==> src/jet_pkg.sv <==
package jet_pkg;

   // fixed point format of every complex component: signed Q4.28
   localparam int FRAC_BITS = 28;

   localparam int DEF_WIDTH    = 1024;
   localparam int DEF_HEIGHT   = 1024;
   localparam int DEF_ITER_CAP = 1023;

   // start point queue between the mapper and the iteration unit
   localparam int QUEUE_DEPTH = 2;
   localparam int QUEUE_PTR_W = (QUEUE_DEPTH > 1) ? $clog2(QUEUE_DEPTH) : 1;
   localparam int QUEUE_CNT_W = $clog2(QUEUE_DEPTH + 1);

   // register indexes on the csr port
   localparam logic [2:0] CSR_C_REAL      = 3'd0;
   localparam logic [2:0] CSR_C_IMAG      = 3'd1;
   localparam logic [2:0] CSR_MAX_ITER    = 3'd2;
   localparam logic [2:0] CSR_STEP_REAL   = 3'd3;
   localparam logic [2:0] CSR_STEP_IMAG   = 3'd4;
   localparam logic [2:0] CSR_OFFSET_REAL = 3'd5;
   localparam logic [2:0] CSR_OFFSET_IMAG = 3'd6;

   localparam logic signed [47:0] SAT_HI = 48'sd2147483647;
   localparam logic signed [47:0] SAT_LO = -48'sd2147483648;

   typedef struct packed {
      logic signed [31:0] re;
      logic signed [31:0] im;
   } jet_point_type;

   // settings the iteration unit needs
   typedef struct packed {
      jet_point_type c;
      logic [9:0]    limit;
   } jet_iter_cfg_type;

   // settings the pixel mapper needs
   typedef struct packed {
      logic [30:0]        step_re;
      logic [30:0]        step_im;
      logic signed [31:0] off_re;
      logic signed [31:0] off_im;
   } jet_map_cfg_type;

   // clamp to the signed 32-bit range
   function automatic logic signed [31:0] sat32(input logic signed [47:0] v);
      logic signed [31:0] r;
      if (v > SAT_HI) begin
         r = SAT_HI[31:0];
      end else if (v < SAT_LO) begin
         r = SAT_LO[31:0];
      end else begin
         r = v[31:0];
      end
      return r;
   endfunction

endpackage

==> src/jet_front.sv <==
module jet_front
   import jet_pkg::*;
#(
   parameter int WIDTH  = DEF_WIDTH,
   parameter int HEIGHT = DEF_HEIGHT
) (
   input  logic            clock,
   input  logic            reset,
   input  logic            in_valid,
   output logic            in_ready,
   input  logic [9:0]      pixel_x,
   input  logic [9:0]      pixel_y,
   input  jet_map_cfg_type cfg,
   output logic            out_valid,
   input  logic            out_ready,
   output jet_point_type   out_point
);

   localparam logic signed [12:0] HALF_W = 13'(WIDTH / 2);
   localparam logic signed [12:0] HALF_H = 13'(HEIGHT / 2);

   logic               valid_ff, valid_in;
   jet_point_type      point_ff, point_in;
   logic signed [12:0] dx, dy;
   logic signed [47:0] start_re, start_im;
   logic               take;

   // center the pixel, scale by the per-axis step, then pan
   assign dx = $signed({3'b000, pixel_x}) - HALF_W;
   assign dy = $signed({3'b000, pixel_y}) - HALF_H;
   assign start_re = 48'(dx) * 48'($signed({1'b0, cfg.step_re})) + 48'(cfg.off_re);
   assign start_im = 48'(dy) * 48'($signed({1'b0, cfg.step_im})) + 48'(cfg.off_im);

   assign in_ready = !valid_ff || out_ready;
   assign take     = in_valid && in_ready;

   always_comb begin
      valid_in = valid_ff;
      point_in = point_ff;
      if (take) begin
         valid_in    = 1'b1;
         point_in.re = sat32(start_re);
         point_in.im = sat32(start_im);
      end else if (out_ready) begin
         valid_in = 1'b0;
      end
   end

   always_ff @(posedge clock) begin
      if (reset) begin
         valid_ff <= 1'b0;
      end else begin
         valid_ff <= valid_in;
      end
      point_ff <= point_in;
   end

   assign out_valid = valid_ff;
   assign out_point = point_ff;

endmodule

==> config.mk <==
export PLATFORM = sky130hd
export DESIGN_NAME = jet_front
export DESIGN_NICKNAME = d
export VERILOG_FILES = /design/src/jet_pkg.sv /design/src/jet_front.sv
export SDC_FILE = /design/constraint.sdc
export NUM_CORES = 2
export LEC_CHECK = 0
export ABC_CLOCK_PERIOD_IN_PS = 6400
export BUFFER_PORTS_ARGS = -buffer_cell sky130_fd_sc_hd__buf_2
export CORE_UTILIZATION = 40
export DETAILED_ROUTE_END_ITERATION = 6
export PLACE_DENSITY_LB_ADDON = 0.05
export RECOVER_POWER = 100
export SLEW_MARGIN = 20
export SYNTH_ARGS = -nofsm -noshare
export SYNTH_HDL_FRONTEND = slang
export SYNTH_SLANG_ARGS = --single-unit
export TNS_END_PERCENT = 20
==> constraint.sdc <==
create_clock -name clock -period 6.4 [get_ports clock]
set_input_delay 0.32 -clock clock [delete_from_list [all_inputs] [get_ports clock]]
set_output_delay 0.32 -clock clock [all_outputs]
set_load 0.1 [all_outputs]
==> impl_metrics.json <==
{
  "ff2ff_setup_slack_ns": 2.25,
  "drv_slew": 65,
  "rsz0062_at_grt": "true",
  "root_buffer": "clkbuf_16",
  "finalSetupViolCount": 0,
  "crit_family": "adder cells",
  "r2r-end": "out_point[21]",
  "initialDrtViolationCount": 1122,
  "ys_seq_area_share_pct": 7.11,
  "antenna_cells": 0,
  "drc": 0,
  "crit_buf_inv": 9,
  "violations": "max-capacitance violations, max-slew violations",
  "fmax_mhz": 159,
  "cts_buffers": 9,
  "clock_sinks": 65,
  "grt_max_degree": 65,
  "finalWorstSetupSlack_ns": 0.104,
  "vias": 21800,
  "dp_hpwl_um": 64300,
  "yosys_warnings": 0,
  "fin_crit_ns": 6.30,
  "max-cap-violations": 1,
  "initial_core_util_pct": 40.6,
  "slew_headroom_pct": -196,
  "placed_cell_area_sq_mm": 0.0320,
  "endpoint_kind": "register",
  "synth-edff-count": 64,
  "ys.flop_type": "edfxtp_1",
  "crit_fanout": 16,
  "ant_nets": 0,
  "cts_tree": "built",
  "async_flop_share_pct": 0,
  "r2r_cells": 2,
  "insertion_delay_ns": 0.34,
  "design.core.area_sq_mm": 0.0674,
  "routed_via_density": 4.82,
  "postSynthAreaPerCell_sq_um": 8.62,
  "max_stage_delay_ns": 0.58,
  "gp_congestion": 0.894,
  "fin_skew_ns": 0.00515,
  "design_area_sq_mm": 0.0333,
  "cp.required_ns": 6.48,
  "final_layout_size_suffix_gt1_share_pct": 19.7,
  "hold_class": "primary input to register",
  "grt_pass1_wl_um": 124000,
  "antenna_found_initial": 0,
  "wl_um": 74000,
  "hold_end": "out_valid",
  "num_io_pins": 216,
  "criticalPathCategory": "primary input to register",
  "numPortBuffers": 215,
  "num_rows": 95,
  "timing.rr.start": "out_valid",
  "grt.overflow.total": 0,
  "fillCellCount": 6657,
  "whs_path_depth": 2,
  "first_global_vias": 24200,
  "synth.distinct_cells": 74,
  "routedWlPerCell_um": 16.4,
  "syn_inst": 3171,
  "grt_use_total_pct": 22.1,
  "fp.dieW_um": 263,
  "dieArea_sq_mm": 0.0694,
  "clk_pin_slew_worst_paths_ns": 0.06,
  "hp-start": "reset",
  "outcome": "complete, but fails checks",
  "synth_nets": 4143,
  "area_growth_pct": 21.9,
  "finalHoldViolCount": 0,
  "arrival_ns": 6.38,
  "h-tree-depth": 3,
  "nets": 4616,
  "cpMaxStageDelayCell": "fa_1",
  "cts_buffer_depth": 2,
  "crit_path_frequent_cell": "fa_1",
  "worst_pin_slew_ns": 4.44,
  "ys_ff_latch": 65,
  "critPathLaunchType": "primary input",
  "min_period_over_period_pct": 98.4,
  "place_ws_ns": -0.498,
  "firstDrtPassIters": 7,
  "synth_area_sq_mm": 0.0273,
  "ctsHoldBuffers": 0,
  "die_h_um": 263
}
-- metrics by stage --
stage / hold WS, ns / cells / utilization [%] / TNS [ns]
final: 0.133 / 4521 / 49.4 / 0
after floorplan: 0.389 / 3171 / - / 0
after global routing: 0.130 / 4521 / 49.4 / -4.74
after global placement: 0.473 / 4480 / 47.4 / -23.85
after detailed placement: 0.478 / 4480 / 47.4 / -28.58
after CTS: 0.122 / 4502 / 48.2 / 0
-- layout make-up --
type                    instances  area, sq um  share of cell area [%]
multi-input cells            2075        22200                    66.6
repair buffers                628         4580                    13.7
inverters                     865         3250                    9.74
flip-flops and latches         65         1940                    5.83
well taps                     873         1090                    3.28
clock buffers                   9          225                   0.676
clock inverters                 6         60.1                   0.180
-- synth_stat cells, types with 6 or more instances --
master / instances / share of area (%)
nand2_1: 518 / 7.1
nand3_1: 22 / 0.40
inv_1: 865 / 12
o21ai_1: 33 / 0.60
a21oi_1: 104 / 1.9
nor2b_1: 56 / 1.3
or2_2: 13 / 0.30
ha_1: 214 / 9.8
buf_2: 6 / 0.11
and2_1: 113 / 2.6
o211ai_1: 6 / 0.16
a41oi_1: 6 / 0.19
nor2_1: 87 / 1.2
a21o_1: 44 / 1.2
o21ai_0: 31 / 0.57
edfxtp_1: 64 / 7.0
buf_4: 6 / 0.16
o21a_1: 11 / 0.30
xnor2_1: 42 / 1.3
a31oi_1: 11 / 0.25
and3_1: 10 / 0.23
fa_1: 608 / 45
clkbuf_1: 152 / 2.1
xor2_1: 33 / 1.1
a211oi_1: 9 / 0.25
nand4_1: 16 / 0.37
o21bai_1: 9 / 0.25
-- per-layer routing --
layer	global-route usage, %	wire length, um	vias up
met5	0	0	-
met4	4.13	1600	0
met3	1.72	2360	68
met2	39.8	37200	379
met1	29.1	32800	11100
li1	-	-	10300
-- worst max-delay path by stage --
stage	from	to	depth (start not counted)
floorplan	cfg[85]	out_point[27]	22
CTS	pixel_x[2]	out_point[34]	27
finish	cfg[102]	out_point[33]	26
detailed placement	pixel_y[5]	out_point[0]	23
global placement	pixel_y[7]	out_point[0]	26
global route	pixel_x[4]	out_point[39]	28
-- state kept, by name, summed over array words and instances, names as in the netlist --
| register | count |
|---|---|
| out_valid | 1 |
| out_point | 64 |
-- logic make-up after synthesis --
group | after synthesis | synth area share (%)
muxes | 2 | 0.0733
AOI/OAI and AO/OA | 317 | 7.67
adders and majority gates | 822 | 54.3
and+or+nand+nor | 859 | 14.1
buffers and inverters | 1031 | 14.3
DFF | 65 | 7.11
xor gates and xnor gates | 75 | 2.40
-- worst reg2reg max path: cells and delay by family (launching register included) --
family | cells | cell delay (ns)
flip-flops | 1 | 0.32
AND/OR/NAND/NOR | 2 | 3.25
-- timing repair --
item                                   in CTS  in global routing
pin swaps                                  18                 65
setup buffers                               6                 16
gates cloned                                1                  4
setup endpoints to repair                  62                 62
gates resized for setup                    28                176
endpoints found under the hold margin       0                  0
-- cells in the final DEF, fill, tap and decap left out, types with 5 or more instances in the layout --
cell type	n
inv_1	862
fa_1	598
nand2_1	514
buf_4	382
ha_1	196
buf_2	126
and2_1	109
nor2_1	82
a21oi_1	79
clkbuf_1	66
edfxtp_1	64
nor2b_1	50
a21o_1	44
o21ai_1	41
xnor2_1	38
xor2_1	30
a21oi_2	24
nand3_1	22
buf_6	22
o21ai_0	20
buf_12	18
nand4_1	16
ha_4	14
or2_2	13
clkbuf_16	13
o21a_1	10
fa_2	10
and3_1	9
o21bai_1	8
a31oi_1	8
o211ai_1	6
nor2_2	5
nor2b_2	5
a211oi_2	5
a221o_1	5
a31o_2	5
a211oi_1	5
clkbuf_4	5
Power is not shown: default switching activity piles up to over one toggle a cycle in this logic, so the estimate is an artifact.
