File: config.mk
export PLATFORM = sky130hd
export DESIGN_NAME = jet_queue
export DESIGN_NICKNAME = d
export VERILOG_FILES = /design/src/jet_pkg.sv /design/src/jet_queue.sv
export SDC_FILE = /design/constraint.sdc
export NUM_CORES = 1
export LEC_CHECK = 0
export BUFFER_PORTS_ARGS = -buffer_cell sky130_fd_sc_hd__buf_2
export CORE_MARGIN = 8
export CORE_UTILIZATION = 35
export CTS_CLUSTER_DIAMETER = 200
export DETAILED_ROUTE_END_ITERATION = 7
export GPL_ROUTABILITY_DRIVEN = 1
export PLACE_DENSITY = 0.54
export RECOVER_POWER = 100
export SETUP_SLACK_MARGIN = 0.1
export SLEW_MARGIN = 20
export SYNTH_ARGS = -nofsm -noshare
export SYNTH_HDL_FRONTEND = slang
export SYNTH_SLANG_ARGS = --single-unit
File: constraint.sdc
create_clock -name clock -period 7.1 [get_ports clock]
set_input_delay 1.065 -clock clock [delete_from_list [all_inputs] [get_ports clock]]
set_output_delay 1.065 -clock clock [all_outputs]
set_load 0.005 [all_outputs]
File: src/jet_pkg.sv
package jet_pkg;

   // fixed point format of every complex component: signed Q4.28
   localparam int FRAC_BITS = 28;

   localparam int DEF_WIDTH    = 1024;
   localparam int DEF_HEIGHT   = 1024;
   localparam int DEF_ITER_CAP = 1023;

   // start point queue between the mapper and the iteration unit
   localparam int QUEUE_DEPTH = 2;
   localparam int QUEUE_PTR_W = (QUEUE_DEPTH > 1) ? $clog2(QUEUE_DEPTH) : 1;
   localparam int QUEUE_CNT_W = $clog2(QUEUE_DEPTH + 1);

   // register indexes on the csr port
   localparam logic [2:0] CSR_C_REAL      = 3'd0;
   localparam logic [2:0] CSR_C_IMAG      = 3'd1;
   localparam logic [2:0] CSR_MAX_ITER    = 3'd2;
   localparam logic [2:0] CSR_STEP_REAL   = 3'd3;
   localparam logic [2:0] CSR_STEP_IMAG   = 3'd4;
   localparam logic [2:0] CSR_OFFSET_REAL = 3'd5;
   localparam logic [2:0] CSR_OFFSET_IMAG = 3'd6;

   localparam logic signed [47:0] SAT_HI = 48'sd2147483647;
   localparam logic signed [47:0] SAT_LO = -48'sd2147483648;

   typedef struct packed {
      logic signed [31:0] re;
      logic signed [31:0] im;
   } jet_point_type;

   // settings the iteration unit needs
   typedef struct packed {
      jet_point_type c;
      logic [9:0]    limit;
   } jet_iter_cfg_type;

   // settings the pixel mapper needs
   typedef struct packed {
      logic [30:0]        step_re;
      logic [30:0]        step_im;
      logic signed [31:0] off_re;
      logic signed [31:0] off_im;
   } jet_map_cfg_type;

   // clamp to the signed 32-bit range
   function automatic logic signed [31:0] sat32(input logic signed [47:0] v);
      logic signed [31:0] r;
      if (v > SAT_HI) begin
         r = SAT_HI[31:0];
      end else if (v < SAT_LO) begin
         r = SAT_LO[31:0];
      end else begin
         r = v[31:0];
      end
      return r;
   endfunction

endpackage

File: src/jet_queue.sv
module jet_queue
   import jet_pkg::*;
(
   input  logic          clock,
   input  logic          reset,
   input  logic          push_valid,
   output logic          push_ready,
   input  jet_point_type push_data,
   output logic          pop_valid,
   input  logic          pop_ready,
   output jet_point_type pop_data
);

   localparam logic [QUEUE_CNT_W-1:0] FULL_CNT = QUEUE_CNT_W'(QUEUE_DEPTH);
   localparam logic [QUEUE_PTR_W-1:0] LAST_PTR = QUEUE_PTR_W'(QUEUE_DEPTH - 1);

   jet_point_type           mem_ff [QUEUE_DEPTH];
   logic [QUEUE_PTR_W-1:0]  wr_ptr_ff, wr_ptr_in;
   logic [QUEUE_PTR_W-1:0]  rd_ptr_ff, rd_ptr_in;
   logic [QUEUE_CNT_W-1:0]  cnt_ff, cnt_in;
   logic                    push, pop;

   assign push_ready = (cnt_ff != FULL_CNT);
   assign pop_valid  = (cnt_ff != '0);
   assign push       = push_valid && push_ready;
   assign pop        = pop_valid && pop_ready;
   assign pop_data   = mem_ff[rd_ptr_ff];

   always_comb begin
      wr_ptr_in = wr_ptr_ff;
      rd_ptr_in = rd_ptr_ff;
      cnt_in    = cnt_ff;
      if (push) begin
         wr_ptr_in = (wr_ptr_ff == LAST_PTR) ? '0 : wr_ptr_ff + 1'b1;
      end
      if (pop) begin
         rd_ptr_in = (rd_ptr_ff == LAST_PTR) ? '0 : rd_ptr_ff + 1'b1;
      end
      if (push && !pop) begin
         cnt_in = cnt_ff + 1'b1;
      end else if (pop && !push) begin
         cnt_in = cnt_ff - 1'b1;
      end
   end

   always_ff @(posedge clock) begin
      if (reset) begin
         wr_ptr_ff <= '0;
         rd_ptr_ff <= '0;
         cnt_ff    <= '0;
      end else begin
         wr_ptr_ff <= wr_ptr_in;
         rd_ptr_ff <= rd_ptr_in;
         cnt_ff    <= cnt_in;
      end
      if (push) begin
         mem_ff[wr_ptr_ff] <= push_data;
      end
   end

endmodule

==> flow_summary.ini, run 1 <==
[grt]
grt_pass1_wl_um = 14600
antenna_found_initial = 0
grt_max_degree = 65
gr-total-overflow = 0
grt_usage_pct = 10.9
grt_pass1_vias = 2792

[synth]
synthDistinctLibCells = 18
synth_nets = 292
syn_area_per_cell_um2 = 21.7
ys_top_cells_by_count = edfxtp_1, mux2_2, buf_4, dfxtp_1
ys.flop_type = edfxtp_1
syn_area_mm2 = 0.00484
netlist.area_leader.share_pct = 79.5
syn-instance-count = 223
synth.most_common_cell = edfxtp_1
synth.largest_area_cell = edfxtp_1
ys_ff_latch = 133
yosysSeqAreaShare_pct = 81.5
yosysWarnings = 0
async_reset_ff_share_pct = 0
synth_edf_count = 128
yosys-top-cells-area = edfxtp_1, mux2_2, dfxtp_1, buf_4, xor2_1

[timing]
hold_viol_final = 0
fin_setup_tns_ps = 0
rsz0062_at_grt = false
tightest_slew_ps = 3750
max_clock_freq_ghz = 0.225
timing.final.ws_setup_ps = 2660
fin_crit_sh_pct = 62.5
setup_viol = 0
finalClockSkew_ps = 7.87
finalCriticalPeriod_ps = 4440
max-slew-margin-rel_pct = -150
final_max_slew_viol_count = 195

[die]
die-area_mm2 = 0.0178
fp.dieH_um = 134
num_rows = 43
ios = 134
core_area_mm2 = 0.0137
die_w_um = 134
start_util_pct = 35.4

[detailed_routing]
drt_wl_total_um = 9410
viasPerCell = 4.43
first_pass_iters = 4
drtIter0Drc = 117
vias = 2491
wire_per_inst_um = 16.7
postRouteAntennaNets = 0
drc = 0

[cts]
clk_latency_ps = 410
path_clk_slew_ps = 60
cts_hold_buf = 0
cts.sinks = 133
cts_max_path_buffers = 2
cts_tree = yes
cts-buffers-inserted = 17
post_cts.repair.setup_buffers = 0
cts-resized-gates = 0
cts_root_buf = clkbuf_16
htree_levels = 4

[setup_path]
cp_max_fo = 64
start_kind = flip-flop
crit_type = reg2out
worst_ep_required_time_ps = 6030
arrival_ps = 3370
end_kind = output pin

[power_and_ir_drop]
intPower_mw = 1.83
switching_share_pct = 23.4
max-vdd-ir-drop_mv = 0.186
p_leak_nw = 2.14
p_switching_mw = 0.559
p_per_area_mw_per_mm2 = 384
clkPwrFrac_pct = 38.7
power_frac_comb_pct = 16.6
p_seq_share_pct = 44.7

[outcome]
status = complete, but fails checks
violations = capacitance limit, slew limit

[place]
gp_congestion = 0.671
preCtsSetupSlack_ps = 4500
dp.cells = 530
portBuffers = 133
dp_hpwl_um = 6100

[cells_and_area]
areaGrowthSynthToFinish_pct = 28.6
post-route-util_pct = 45.5
fill_cells = 1247
fin_nets = 438
drive_above_1_share_pct = 39.0
finalNonFillerCells = 562
antenna_cells = 0

[min_path]
hp-class = reg2reg

[job]
cap_violations = 3
## sequential cells by signal, summed over array words and instances (netlist names), named ones only
| register | cells |
|---|---|
| mem_ff | 128 |
| cnt_ff | 2 |
| rd_ptr_ff | 1 |
| wr_ptr_ff | 1 |
## metrics by stage
stage	area (um2)	power (mW)	hold WS, ps
final	6220	2.39	506
after global placement	5690	1.49	485
after CTS	6330	2.43	509
after global routing	6220	2.51	566
after floorplan	4840	1.30	471
after detailed placement	5690	1.50	494
## cell families after synthesis
logic type | share of synthesized area (%)
buffers and inverters | 1.11
xor gates and xnor gates | 0.543
DFF | 81.5
adders and majority gates | 0.259
AOI/OAI and AO/OA | 0.621
and+or+nand+nor | 1.04
muxes | 14.9
## final timing paths
check | start | end | slack, ps | depth (start not counted)
worst min register to register | rd_ptr_ff | rd_ptr_ff | 510 | 2
worst max-delay path | flip-flop | pop_data[9] | 2660 | 2
worst max register to register | cnt_ff[0] | mem_ff[0][33] | 3160 | 4
worst min-delay path | rd_ptr_ff | rd_ptr_ff | 510 | 2
## layout make-up
class | instances | area (um2) | area share, %
Clock buffer | 17 | 425 | 6.84
Clock inverter | 15 | 211 | 3.40
Multi-Input combinational cell | 82 | 840 | 13.5
Inverter | 1 | 3.75 | 0.0603
Tap cell | 180 | 225 | 3.62
Sequential cell | 133 | 3940 | 63.4
Timing Repair Buffer | 134 | 572 | 9.19
## power groups by stage
stage,clock [mW],sequential (mW),combinational (mW)
after floorplan,0,1.02,0.285
after global placement,0,1.08,0.415
after detailed placement,0,1.08,0.417
after CTS,0.950,1.06,0.419
after global routing,0.977,1.09,0.442
final,0.924,1.07,0.397
## critical path, stage by stage, from the launching register on
cell	delay, ps
dfxtp_1	2300
mux2_2	480
clkbuf_1	130
## metal layers
metal / part of all wire, % / global-route usage (%)
met3: 7.2 / 4.89
met5: 0 / 0
met1: 42 / 11.9
met2: 48 / 17.3
met4: 2.3 / 6.55
## cell usage in the layout (no fill, tap or decap), drive strengths merged
cell / Yosys / layout
edfxtp: 128 / 128
clkbuf: 0 / 95
mux2: 64 / 64
buf: 7 / 56
clkinv: 0 / 7
dfxtp: 5 / 5
bufinv: 0 / 5
clkinvlp: 0 / 4
xor2: 3 / 3
nor2: 3 / 3
o21ai: 2 / 2
a21oi: 2 / 2
nand2b: 1 / 1
and2: 1 / 1
or2: 1 / 1
and3: 1 / 1
nand3b: 1 / 1
a21bo: 1 / 1
or3: 1 / 1
ha: 1 / 1
Note: power is estimated with default switching activity, not from simulation.
==> inputs of run 2 (changes only) <==
--- a/config.mk
+++ b/config.mk
@@ -5,13 +5,14 @@
 export SDC_FILE = /design/constraint.sdc
 export NUM_CORES = 1
 export LEC_CHECK = 0
+export ABC_AREA = 1
 export BUFFER_PORTS_ARGS = -buffer_cell sky130_fd_sc_hd__buf_2
 export CORE_MARGIN = 8
 export CORE_UTILIZATION = 35
 export CTS_CLUSTER_DIAMETER = 200
 export DETAILED_ROUTE_END_ITERATION = 7
 export GPL_ROUTABILITY_DRIVEN = 1
-export PLACE_DENSITY = 0.54
+export PLACE_DENSITY = 0.56
 export RECOVER_POWER = 100
 export SETUP_SLACK_MARGIN = 0.1
 export SLEW_MARGIN = 20
==> constraint.sdc (replaced) <==
create_clock -name clock -period 4.04 [get_ports clock]
set_input_delay 0.606 -clock clock [delete_from_list [all_inputs] [get_ports clock]]
set_output_delay 0.606 -clock clock [all_outputs]
set_load 0.005 [all_outputs]
==> run 2 against run 1 <==
The flow still finishes with violations (capacitance limit, slew limit). Synthesized cell count increased by 5.8%. Wire length decreased by 0.32%. Sequential share of layout area decreased by 0.87 points. Global-route usage decreased by 0.74 points. Clock-buffer cell count increased by 1. Clock skew increased by 1.1 ps. Sequential cell count unchanged. Design area increased by 1.4%.
==> flow_summary.ini, run 2 <==
[outcome]
status = complete, but fails checks
violations = capacitance limit, slew limit

[cts]
cts_max_path_buffers = 2
cts_hold_buf = 0
cts-resized-gates = 0
post_cts.repair.setup_buffers = 0
clk_latency_ps = 410
cts-buffers-inserted = 17
cts.sinks = 133
htree_levels = 4
path_clk_slew_ps = 60
cts_tree = yes
cts_root_buf = clkbuf_16

[detailed_routing]
wire_per_inst_um = 16.1
top_layer_used = met4
postRouteAntennaNets = 0
drtIter0Drc = 139
met1_length_um = 3890
wl_met2_um = 4400
first_pass_iters = 4
drc = 0
dr_wl_met3_um = 882
viasPerCell = 4.32
drt_wl_total_um = 9380
vias = 2521

[setup_path]
crit_type = reg2out
worst_ep_required_time_ps = 3430
r2r_slack_ps = 1310
r2r-start = cnt_ff[0]
start_kind = flip-flop
rr_worst_depth = 5
end_kind = output pin
reg2reg_to = mem_ff[1][5]
cp_max_fo = 40
arrival_ps = 2320

[synth]
syn_area_mm2 = 0.00516
synth_nets = 305
synth.largest_area_cell = edfxtp_1
ys_top_cells_by_count = edfxtp_1, mux2_4, nand2_1, inv_1, nor2_1
synth.most_common_cell = edfxtp_1
synth_edf_count = 128
ys_ff_latch = 133
netlist.area_leader.share_pct = 74.5
synthDistinctLibCells = 14
yosysWarnings = 0
ys.flop_type = edfxtp_1
syn_area_per_cell_um2 = 21.9
yosys-top-cells-area = edfxtp_1, mux2_4, buf_12, dfxtp_1, mux2_2
syn-instance-count = 236
yosysSeqAreaShare_pct = 76.4
async_reset_ff_share_pct = 0

[power_and_ir_drop]
switching_share_pct = 23.9
power_frac_comb_pct = 16.8
p_per_area_mw_per_mm2 = 643
max-vdd-ir-drop_mv = 0.376
intPower_mw = 3.09
p_switching_mw = 0.970
p_seq_share_pct = 45.4
clkPwrFrac_pct = 37.7
p_leak_nw = 2.32

[timing]
fin_crit_sh_pct = 72.3
setup_viol = 0
finalCriticalPeriod_ps = 2920
holdWs_ps = 379
hold_viol_final = 0
final_max_slew_viol_count = 132
tightest_slew_ps = 2080
max_clock_freq_ghz = 0.342
fin_setup_tns_ps = 0
max-slew-margin-rel_pct = -38.4
finalClockSkew_ps = 9.01
rsz0062_at_grt = false

[grt]
grt_pass1_wl_um = 14100
antenna_found_initial = 0
grt_usage_pct = 10.2
grt_pass1_vias = 2722
gr-total-overflow = 0
grt_max_degree = 41

[die]
start_util_pct = 35.6
core_area_mm2 = 0.0145
die-area_mm2 = 0.0189
num_rows = 44
fp.dieH_um = 137
ios = 134
die_w_um = 137

[min_path]
hold_depth = 1
hp-class = in2reg
min_from = push_data[43]
holdPathEnd = mem_ff[1][43]

[cells_and_area]
antenna_cells = 0
regMostFlops = mem_ff
layout_commonest_cell = edfxtp_1
drive_above_1_share_pct = 34.1
final_cell_mix = edfxtp_1, buf_2, mux2_1
fin_nets = 456
largest_reg_flops = 128
areaGrowthSynthToFinish_pct = 22.3
reg_top3 = mem_ff (128), cnt_ff (2)

[place]
gp_congestion = 0.694
dp_hpwl_um = 6300
portBuffers = 133

[job]
cap_violations = 4
[run 2: cells by family (layout without fill, tap and decap cells)]
group                    count (synthesis)  in the layout  share of synthesized area, %
flip-flops                             133            133                          76.4
multiplexers                            64             64                          18.3
AND/OR/NAND/NOR                         19             19                          1.48
buffers and inverters                   15            178                          3.13
AO/OA/AOI/OAI                            4              4                         0.388
adder cells (fa/ha/maj)                  1              1                         0.242
[run 2: cell type report]
class                   instances  area [um2]
flip-flops and latches        133        3950
fillers                      1329        8170
repair buffers                139         652
clock buffers                  18         429
multi-input cells              88         860
inverters                       8        30.0
clock inverters                13         164
well taps                     184         230
[run 2: power groups by stage]
stage	Clock [mW]	Sequential [mW]	Combinational (mW)
after floorplan	0	1.83	0.646
after global placement	0	1.88	0.864
after detailed placement	0	1.89	0.874
after CTS	1.57	1.86	0.876
after global routing	1.63	1.87	0.768
final	1.53	1.84	0.683
[run 2: worst max path at each step]
stage	from	endpoint	slack, ps	cells past startpoint
after CTS	flip-flop	pop_data[4]	1220	3
after global routing	flip-flop	pop_data[32]	940	3
after detailed placement	flip-flop	pop_data[4]	1680	3
final	flip-flop	pop_data[61]	1120	3
after floorplan	push_valid	mem_ff[0][0]	180	2
after global placement	flip-flop	pop_data[12]	1710	3
[run 2: per-stage QoR]
| step | instances | utilization (%) | setup WS (ps) | total power [mW] | instance area, um2 |
|---|---|---|---|---|---|
| finish | 583 | 43.6 | 1120 | 4.06 | 6310 |
| global route | 583 | 43.6 | 944 | 4.26 | 6310 |
| CTS | 583 | 45.5 | 1220 | 4.31 | 6580 |
| detailed placement | 552 | 41.4 | 1680 | 2.76 | 5990 |
| global placement | 552 | 41.4 | 1710 | 2.75 | 5990 |
| floorplan | 236 | - | 182 | 2.47 | 5160 |
[run 2: per-layer routing]
metal  global-route usage, %  vias to the layer above
met1                    11.3                     1200
met2                    15.5                       90
met3                    5.25                       12
met5                       0                        -
met4                    5.97                        0
li1                        -                     1219
[run 2: worst max-delay path: stages, from the launching register on]
cell	delay (ps)
dfxtp_2	1000
buf_4	360
mux2_1	370
buf_2	140
